### src/rtl/core/tsavs_pkg.sv
// ----------------------------------------------------------------------------
// tsavs_pkg: shared types and constants of the two-stage averager
// Register indexes, reset values, saturation limits and the reciprocal
// constants used to divide by fixed numbers without a divider.
// ----------------------------------------------------------------------------
package tsavs_pkg;

	// Widest sample the datapath is built for
	localparam int SmpMaxW = 16;

	// Configuration register map
	typedef enum logic [1:0] {
		REG_THRESHOLD = 2'd0,
		REG_BLOCK_LEN = 2'd1,
		REG_AVG_LEN   = 2'd2
	} cfg_reg_t;

	localparam int CfgDataW = 12;

	localparam logic [11:0] THRESHOLD_RST = 12'd500;
	localparam logic [7:0]  BLOCK_LEN_RST = 8'd120;
	localparam logic [7:0]  AVG_LEN_RST   = 8'd40;

	// Accumulator limits
	localparam logic [20:0] SUM_MAX     = 21'h1F_FFFF;
	localparam logic [23:0] TOTAL_MAX   = 24'hFF_FFFF;
	localparam logic [16:0] SUM_Q_MAX   = 17'(SUM_MAX / 21'd20);
	localparam logic [4:0]  SUM_R_MAX   = 5'(SUM_MAX % 21'd20);

	// Voltage scaling
	localparam logic [7:0]  HI_GAIN     = 8'd236;
	localparam logic [6:0]  LO_GAIN     = 7'd120;
	localparam logic [13:0] LO_LIMIT    = 14'd150;
	localparam logic [13:0] VOLT_MAX    = 14'd8191;

	// Reciprocals: x/20 (16 bit x), x/5 (20 bit x), x/85 (20 bit x), x/669 (23 bit x)
	localparam logic [15:0] RECIP_20  = 16'd52429;
	localparam logic [19:0] RECIP_5   = 20'd838861;
	localparam logic [21:0] RECIP_85  = 22'd3158065;
	localparam logic [23:0] RECIP_669 = 24'd12839963;

	// Word passed from the accumulator to the scaler at each block close
	typedef struct packed {
		logic [23:0] total;
		logic        updated;
	} close_word_t;

	// Quotient of a 16-bit value by 20
	function automatic logic [11:0] div20(input logic [15:0] x);
		logic [31:0] prod;
		prod = 32'(x) * 32'(RECIP_20);
		return prod[31:20];
	endfunction

	// Remainder of a 16-bit value by 20, given its quotient
	function automatic logic [4:0] rem20(input logic [15:0] x, input logic [11:0] q);
		logic [15:0] diff;
		diff = x - 16'(q * 16'd20);
		return diff[4:0];
	endfunction

endpackage

### src/rtl/core/tsavs_scaler.sv
// ----------------------------------------------------------------------------
// tsavs_scaler: held average and voltage scaling pipeline
// Turns the held total of each block close into the held average and the
// scaled voltage, over four stages and a result register.
// ----------------------------------------------------------------------------
module tsavs_scaler
	import tsavs_pkg::*;
(
	input  logic        clk,
	input  logic        arst_n,
	input  logic        close_valid,
	output logic        close_stall,
	input  close_word_t close_word,
	output logic        result_valid,
	input  logic        result_stall,
	output logic [12:0] voltage,
	output logic [17:0] average,
	output logic        low_range,
	output logic        average_updated
);

	logic        v_s1, v_s2, v_s3, v_s4;
	logic        rdy_s1, rdy_s2, rdy_s3, rdy_s4, rdy_out;

	logic [23:0] total_s1;
	logic        upd_s1;
	logic [17:0] avg_s2;
	logic        upd_s2;
	logic [25:0] phi_s3;
	logic [24:0] plo_s3;
	logic [17:0] avg_s3;
	logic        upd_s3;
	logic [13:0] vhi_s4;
	logic [13:0] vlo_s4;
	logic [17:0] avg_s4;
	logic        upd_s4;

	logic [39:0] avg_prod;
	logic [41:0] vhi_prod;
	logic [46:0] vlo_prod;
	logic [13:0] volt_sel;
	logic        low_sel;

	// A stage takes a new word when it is empty or its word moves on
	assign rdy_out = !result_valid || !result_stall;
	assign rdy_s4  = !v_s4 || rdy_out;
	assign rdy_s3  = !v_s3 || rdy_s4;
	assign rdy_s2  = !v_s2 || rdy_s3;
	assign rdy_s1  = !v_s1 || rdy_s2;
	assign close_stall = !rdy_s1;

	// Total divided by 80: shift by 16, then divide by 5
	assign avg_prod = 40'(total_s1[23:4]) * 40'(RECIP_5);
	// Divide by 5440 as a shift by 64 and a divide by 85
	assign vhi_prod = 42'(phi_s3[25:6]) * 42'(RECIP_85);
	// Divide by 2676 as a shift by 4 and a divide by 669
	assign vlo_prod = 47'(plo_s3[24:2]) * 47'(RECIP_669);

	always_comb begin
		if (vhi_s4 < LO_LIMIT) begin
			volt_sel = vlo_s4;
			low_sel  = 1'b1;
		end else begin
			volt_sel = vhi_s4;
			low_sel  = 1'b0;
		end
		if (volt_sel > VOLT_MAX) begin
			volt_sel = VOLT_MAX;
		end
	end

	always_ff @(posedge clk or negedge arst_n) begin
		if (!arst_n) begin
			v_s1         <= 1'b0;
			v_s2         <= 1'b0;
			v_s3         <= 1'b0;
			v_s4         <= 1'b0;
			result_valid <= 1'b0;
		end else begin
			if (rdy_s1)  v_s1 <= close_valid;
			if (rdy_s2)  v_s2 <= v_s1;
			if (rdy_s3)  v_s3 <= v_s2;
			if (rdy_s4)  v_s4 <= v_s3;
			if (rdy_out) result_valid <= v_s4;
		end
	end

	always_ff @(posedge clk) begin
		if (rdy_s1 && close_valid) begin
			total_s1 <= close_word.total;
			upd_s1   <= close_word.updated;
		end
		if (rdy_s2 && v_s1) begin
			avg_s2 <= avg_prod[39:22];
			upd_s2 <= upd_s1;
		end
		if (rdy_s3 && v_s2) begin
			phi_s3 <= 26'(avg_s2) * 26'(HI_GAIN);
			plo_s3 <= 25'(avg_s2) * 25'(LO_GAIN);
			avg_s3 <= avg_s2;
			upd_s3 <= upd_s2;
		end
		if (rdy_s4 && v_s3) begin
			vhi_s4 <= vhi_prod[41:28];
			vlo_s4 <= vlo_prod[46:33];
			avg_s4 <= avg_s3;
			upd_s4 <= upd_s3;
		end
		if (rdy_out && v_s4) begin
			voltage         <= volt_sel[12:0];
			average         <= avg_s4;
			low_range       <= low_sel;
			average_updated <= upd_s4;
		end
	end

endmodule

### src/rtl/core/two_stage_averager_voltage_scaler.sv
// ----------------------------------------------------------------------------
// two_stage_averager_voltage_scaler: block averager with voltage scaling
// Sums qualifying samples into blocks, totals block averages into a held
// average and reports the held average and a scaled voltage at each close.
// ----------------------------------------------------------------------------
//
//  channel   signals                              direction  word
//  sample    sample_valid, sample_stall, sample   in         one sample
//  result    result_valid, result_stall, voltage, out        one per block close
//            average, low_range, average_updated
//  config    cfg_we, cfg_index, cfg_data          in         register write
//
// One sample is taken every cycle unless sample_stall is raised. A sample
// enters an input register, and the accumulator state is updated as it
// leaves; a closing sample then runs through the four-stage scaler and the
// result register before its result is shown. Reset returns the registers to their
// default values and clears all accumulation. A stall on the result side
// fills the scaler stages first; samples that close no block keep flowing
// until a closing sample finds the scaler full.
//
module two_stage_averager_voltage_scaler
	import tsavs_pkg::*;
#(
	parameter int SAMPLE_BITS = 12
) (
	input  logic                   clk,
	input  logic                   arst_n,
	input  logic                   cfg_we,
	input  logic [1:0]             cfg_index,
	input  logic [CfgDataW-1:0]    cfg_data,
	input  logic                   sample_valid,
	output logic                   sample_stall,
	input  logic [SAMPLE_BITS-1:0] sample,
	output logic                   result_valid,
	input  logic                   result_stall,
	output logic [12:0]            voltage,
	output logic [17:0]            average,
	output logic                   low_range,
	output logic                   average_updated
);

	logic [11:0] threshold_q;
	logic [7:0]  block_len_q;
	logic [7:0]  avg_len_q;

	logic [7:0]  count_q;
	logic [20:0] sum_q;
	logic [16:0] sum_quot_q;
	logic [4:0]  sum_rem_q;
	logic [7:0]  blocks_q;
	logic [23:0] total_q;
	logic [23:0] held_total_q;

	logic                   v_s1;
	logic [SAMPLE_BITS-1:0] smp_s1;
	logic                   qual_s1;
	logic [11:0]            q20_s1;
	logic [4:0]             r20_s1;

	logic [SmpMaxW-1:0] smp_ext;
	logic [11:0]        smp_q20;
	logic               closing;
	logic               advance;
	logic               accept;
	logic               sc_stall;
	logic               sc_valid;
	close_word_t        sc_word;

	logic [21:0] sum_raw;
	logic [5:0]  rem_raw;
	logic [24:0] total_raw;
	logic [23:0] total_new;
	logic [7:0]  blocks_inc;
	logic        refresh;

	// Quotient and remainder by 20 are prepared before the sample is summed
	assign smp_ext = SmpMaxW'(sample);
	assign smp_q20 = div20(smp_ext);

	assign closing  = count_q >= block_len_q;
	assign advance  = v_s1 && (!closing || !sc_stall);
	assign sample_stall = v_s1 && !advance;
	assign accept   = sample_valid && !sample_stall;

	assign sum_raw    = {1'b0, sum_q} + 22'(smp_s1);
	assign rem_raw    = 6'(sum_rem_q) + 6'(r20_s1);
	assign total_raw  = {1'b0, total_q} + 25'(sum_quot_q);
	assign total_new  = (total_raw > 25'(TOTAL_MAX)) ? TOTAL_MAX : total_raw[23:0];
	assign blocks_inc = blocks_q + 8'd1;
	assign refresh    = blocks_inc >= avg_len_q;

	assign sc_valid        = v_s1 && closing;
	assign sc_word.total   = refresh ? total_new : held_total_q;
	assign sc_word.updated = refresh;

	always_ff @(posedge clk or negedge arst_n) begin
		if (!arst_n) begin
			threshold_q <= THRESHOLD_RST;
			block_len_q <= BLOCK_LEN_RST;
			avg_len_q   <= AVG_LEN_RST;
		end else if (cfg_we) begin
			unique case (cfg_index)
				REG_THRESHOLD: threshold_q <= cfg_data[11:0];
				REG_BLOCK_LEN: block_len_q <= cfg_data[7:0];
				REG_AVG_LEN:   avg_len_q   <= cfg_data[7:0];
				default: ;
			endcase
		end
	end

	always_ff @(posedge clk or negedge arst_n) begin
		if (!arst_n) begin
			v_s1 <= 1'b0;
		end else if (!sample_stall) begin
			v_s1 <= sample_valid;
		end
	end

	always_ff @(posedge clk) begin
		if (accept) begin
			smp_s1  <= sample;
			qual_s1 <= smp_ext > SmpMaxW'(threshold_q);
			q20_s1  <= smp_q20;
			r20_s1  <= rem20(smp_ext, smp_q20);
		end
	end

	// Accumulation state moves with the word leaving the input register
	always_ff @(posedge clk or negedge arst_n) begin
		if (!arst_n) begin
			count_q      <= '0;
			sum_q        <= '0;
			sum_quot_q   <= '0;
			sum_rem_q    <= '0;
			blocks_q     <= '0;
			total_q      <= '0;
			held_total_q <= '0;
		end else if (advance) begin
			if (closing) begin
				count_q    <= '0;
				sum_q      <= '0;
				sum_quot_q <= '0;
				sum_rem_q  <= '0;
				if (refresh) begin
					blocks_q     <= '0;
					total_q      <= '0;
					held_total_q <= total_new;
				end else begin
					blocks_q <= blocks_inc;
					total_q  <= total_new;
				end
			end else if (qual_s1) begin
				count_q <= count_q + 8'd1;
				if (sum_raw > 22'(SUM_MAX)) begin
					sum_q      <= SUM_MAX;
					sum_quot_q <= SUM_Q_MAX;
					sum_rem_q  <= SUM_R_MAX;
				end else begin
					sum_q <= sum_raw[20:0];
					if (rem_raw >= 6'd20) begin
						sum_rem_q  <= 5'(rem_raw - 6'd20);
						sum_quot_q <= sum_quot_q + 17'(q20_s1) + 17'd1;
					end else begin
						sum_rem_q  <= rem_raw[4:0];
						sum_quot_q <= sum_quot_q + 17'(q20_s1);
					end
				end
			end
		end
	end

	tsavs_scaler u_scaler (
		.clk             (clk),
		.arst_n          (arst_n),
		.close_valid     (sc_valid),
		.close_stall     (sc_stall),
		.close_word      (sc_word),
		.result_valid    (result_valid),
		.result_stall    (result_stall),
		.voltage         (voltage),
		.average         (average),
		.low_range       (low_range),
		.average_updated (average_updated)
	);

endmodule
### config.mk
export PLATFORM = sky130hd
export DESIGN_NAME = two_stage_averager_voltage_scaler
export DESIGN_NICKNAME = d
export VERILOG_FILES = /design/src/rtl/core/tsavs_pkg.sv /design/src/rtl/core/tsavs_scaler.sv /design/src/rtl/core/two_stage_averager_voltage_scaler.sv
export SDC_FILE = /design/constraint.sdc
export NUM_CORES = 2
export LEC_CHECK = 0
export ABC_AREA = 1
export BUFFER_PORTS_ARGS = -buffer_cell sky130_fd_sc_hd__buf_2
export CELL_PAD_IN_SITES_DETAIL_PLACEMENT = 1
export CELL_PAD_IN_SITES_GLOBAL_PLACEMENT = 2
export CORE_MARGIN = 1
export CORE_UTILIZATION = 46
export CTS_CLUSTER_DIAMETER = 200
export CTS_CLUSTER_SIZE = 24
export DETAILED_ROUTE_END_ITERATION = 7
export PLACE_DENSITY_LB_ADDON = 0.3
export SLEW_MARGIN = 0
export SYNTH_ARGS = -nofsm -noshare
export SYNTH_HDL_FRONTEND = slang
export SYNTH_SLANG_ARGS = --single-unit
### constraint.sdc
create_clock -name clk -period 13.5 [get_ports clk]
set_input_delay 1.35 -clock clk [delete_from_list [all_inputs] [get_ports clk]]
set_output_delay 1.35 -clock clk [all_outputs]
set_load 0.02 [all_outputs]
==> flow_summary.toml <==
[run_status]
run_status = "complete, no violations"

[sta]
setup_viol = 0
final_hold_viol_count = 0
tightestPinTransition_ns = 1.15
period_needed_ns = 6.68
fmax_ghz = 0.150
fin_setup_tns_ns = 0
drv_slew = 0
fin_skew_ns = 0.0535
rsz0062_at_grt = "no"
post-route-period-util = 0.495
slew_headroom = 0.234

[floorplan]
die_width_um = 311
die_y_um = 311
io-pin-count = 66
placementRows = 113
coreArea_um2 = 94900
initial_core_util = 0.464
die_area_um2 = 96800

[drt]
drc = 0
wl_per_cell_um = 19.6
wirelength_mm = 120
postRouteAntennaNets = 0
drt_iter0_markers = 1217
viasPerCell = 5.27
dr.pass1.iters = 5
vias = 32300

[placed_design]
dpl.hpwl_mm = 105
port_buffers = 65
dpl-instance-area_um2 = 45800
place.gp.congestion = 0.916

[worst_hold_path]
min_path_cells = 0
hold_class = "reg -> reg"

[clocking]
htreeDepth = 1
clk_latency_ns = 0.58
post_cts_buffers = 0
cts.sinks = 341
numCtsBuffers = 18
root_buffer = "clkbuf_16"
cts_hold_buf = 0
cts_tree = "done"
ctsResizeCount = 0
clk_pin_slew_ns = 0.12
clockBufferDepth = 3

[global_routing]
grt_pass1_wl_mm = 195
grt_pass1_vias = 36000
grt_max_degree = 72
overflow = 0
track_usage = 0.253
grt_antenna_before_repair = 1

[synth]
syn_nets = 6101
synth_top_cell_by_area = "ha_1"
synth_area_leaders = "ha_1, fa_1, edfxtp_1"
syn_inst = 4788
synth-warning-count = 0
synth_seq_cells = 341
ys_seq_area_frac = 0.218
synth-edff-count = 204
synth_top_area_frac = 0.226
syn_area_um2 = 44000
synth_common_cells = "inv_1, ha_1, nand2_1, fa_1, a21oi_1"
synth_cell_types = 62
syn_area_per_cell_um2 = 9.18
async_reset_ff_frac = 0.402
synth_most_common_cell = "inv_1"
synthFlopType = "edfxtp_1"

[worst_setup_path]
cp-end-kind = "flip-flop"
reg2reg_slack_ns = 6.82
required_ns = 13.85
worst_r2r_startpoint = "u_scaler.plo_s3[7]"
cp-start-kind = "flip-flop"
ff2ff_path_depth = 26
reg2reg_to = "u_scaler.vlo_s4[9]"
startpoint = "u_scaler.plo_s3[7]"
worstPathArrival_ns = 7.03
crit_path_max_fanout = 5
crit_type = "reg -> reg"
crit_end = "u_scaler.vlo_s4[9]"

[layout]
nFillCells = 11000
area_delta_synth_final_pct = 5.38
drive_gt1_frac = 0.0368
finish.utilization = 0.488
finalNetCount = 6160
n_antenna_cell = 0
fin_area_um2 = 46300

[run]
drv_cap = 0
## worst min-delay path by stage
stage	startpoint	endpoint	slack, ns
floorplan	u_scaler.avg_s4[0]	u_scaler.average[0]	0.40
global placement	u_scaler.upd_s1	u_scaler.upd_s2	0.40
detailed placement	u_scaler.avg_s3[3]	u_scaler.avg_s4[3]	0.41
CTS	u_scaler.avg_s4[10]	u_scaler.average[10]	0.41
global route	u_scaler.avg_s3[9]	u_scaler.avg_s4[9]	0.43
finish	u_scaler.avg_s4[10]	u_scaler.average[10]	0.41
## state kept, by name, indices dropped and copies added, names as in the netlist, 3 cells and up
register           count
sum_rem_q              5
avg_len_q              8
threshold_q           12
smp_s1                12
sum_q                 21
u_scaler.average      18
u_scaler.vlo_s4       14
block_len_q            8
r20_s1                 3
held_total_q          20
total_q               24
u_scaler.avg_s2       18
u_scaler.voltage      13
u_scaler.vhi_s4       14
u_scaler.phi_s3       21
u_scaler.avg_s4       18
q20_s1                 8
u_scaler.avg_s3       18
blocks_q               8
u_scaler.total_s1     20
u_scaler.plo_s3       20
count_q                8
sum_quot_q            17
## cell usage in the layout (no fill, tap or decap), drive strengths merged, types with 3 or more instances in the layout
master,count
fa,486
clkinv,3
a22o,6
and2,15
o221ai,6
nor4,18
o31ai,5
nand2,680
o21bai,26
and3,3
nand3,176
xor2,104
a221oi,4
a21o,43
xnor2,44
nand4,42
a21oi,274
nand3b,3
nor2,226
inv,1071
o21a,18
or2,11
ha,796
dfstp,12
dfrtp,125
a21boi,11
a211oi,4
a31oi,30
clkbuf,29
o21ai,248
o22ai,6
edfxtp,204
o211ai,6
nor3,44
buf,73
## through the flow
stage          setup slack [ns]  instances  hold WS, ns
6_report                   6.82       6124        0.412
5_1_grt                    6.51       6124        0.433
4_1_cts                    6.82       6124        0.411
3_5_place_dp               6.85       6092        0.405
3_3_place_gp               6.89       6092        0.401
2_1_floorplan              7.45       4788        0.400
## per-layer routing
metal | vias up | global-route usage | routed length [um]
li1 | 15600 | - | -
met1 | 16200 | 0.329 | 54000
met2 | 372 | 0.464 | 60900
met3 | 101 | 0.0195 | 2950
met4 | 0 | 0.0420 | 2150
met5 | - | 0 | 0
## worst max-delay path: stages (launching register included)
cell      delay (ns)
edfxtp_1        0.58
inv_1           0.12
fa_1            0.63
inv_1           0.08
fa_1            0.48
inv_1           0.05
fa_1            0.49
inv_1           0.05
fa_1            0.50
inv_1           0.05
fa_1            0.47
inv_1           0.06
fa_1            0.56
inv_1           0.06
fa_1            0.53
inv_1           0.04
ha_1            0.31
nand2_1         0.10
nor2_1          0.20
inv_1           0.06
nor2_1          0.13
inv_1           0.05
o21ai_0         0.18
nand2_1         0.07
nand3_1         0.21
a21oi_1         0.14
xnor2_1         0.26
## kinds of logic after synthesis
| family | share of synthesized area |
|---|---|
| compound gates | 0.0887 |
| fa+ha+maj | 0.448 |
| xor+xnor | 0.0296 |
| flops | 0.218 |
| mux | 0.000228 |
| simple gates | 0.121 |
| buf+inv | 0.0952 |
## cell type report
cell class                      count  area [um^2]  share of cell area
Multi-Input combinational cell   3342        30200               0.653
Clock buffer                       29          492              0.0106
Timing Repair Buffer               73          392             0.00845
Clock inverter                      3         41.3            0.000891
Sequential cell                   341         9570               0.207
Tap cell                         1265         1580              0.0342
Inverter                         1071         4020              0.0868
Power is not shown: default switching activity piles up to over one toggle a cycle in this logic, so the estimate is an artifact.
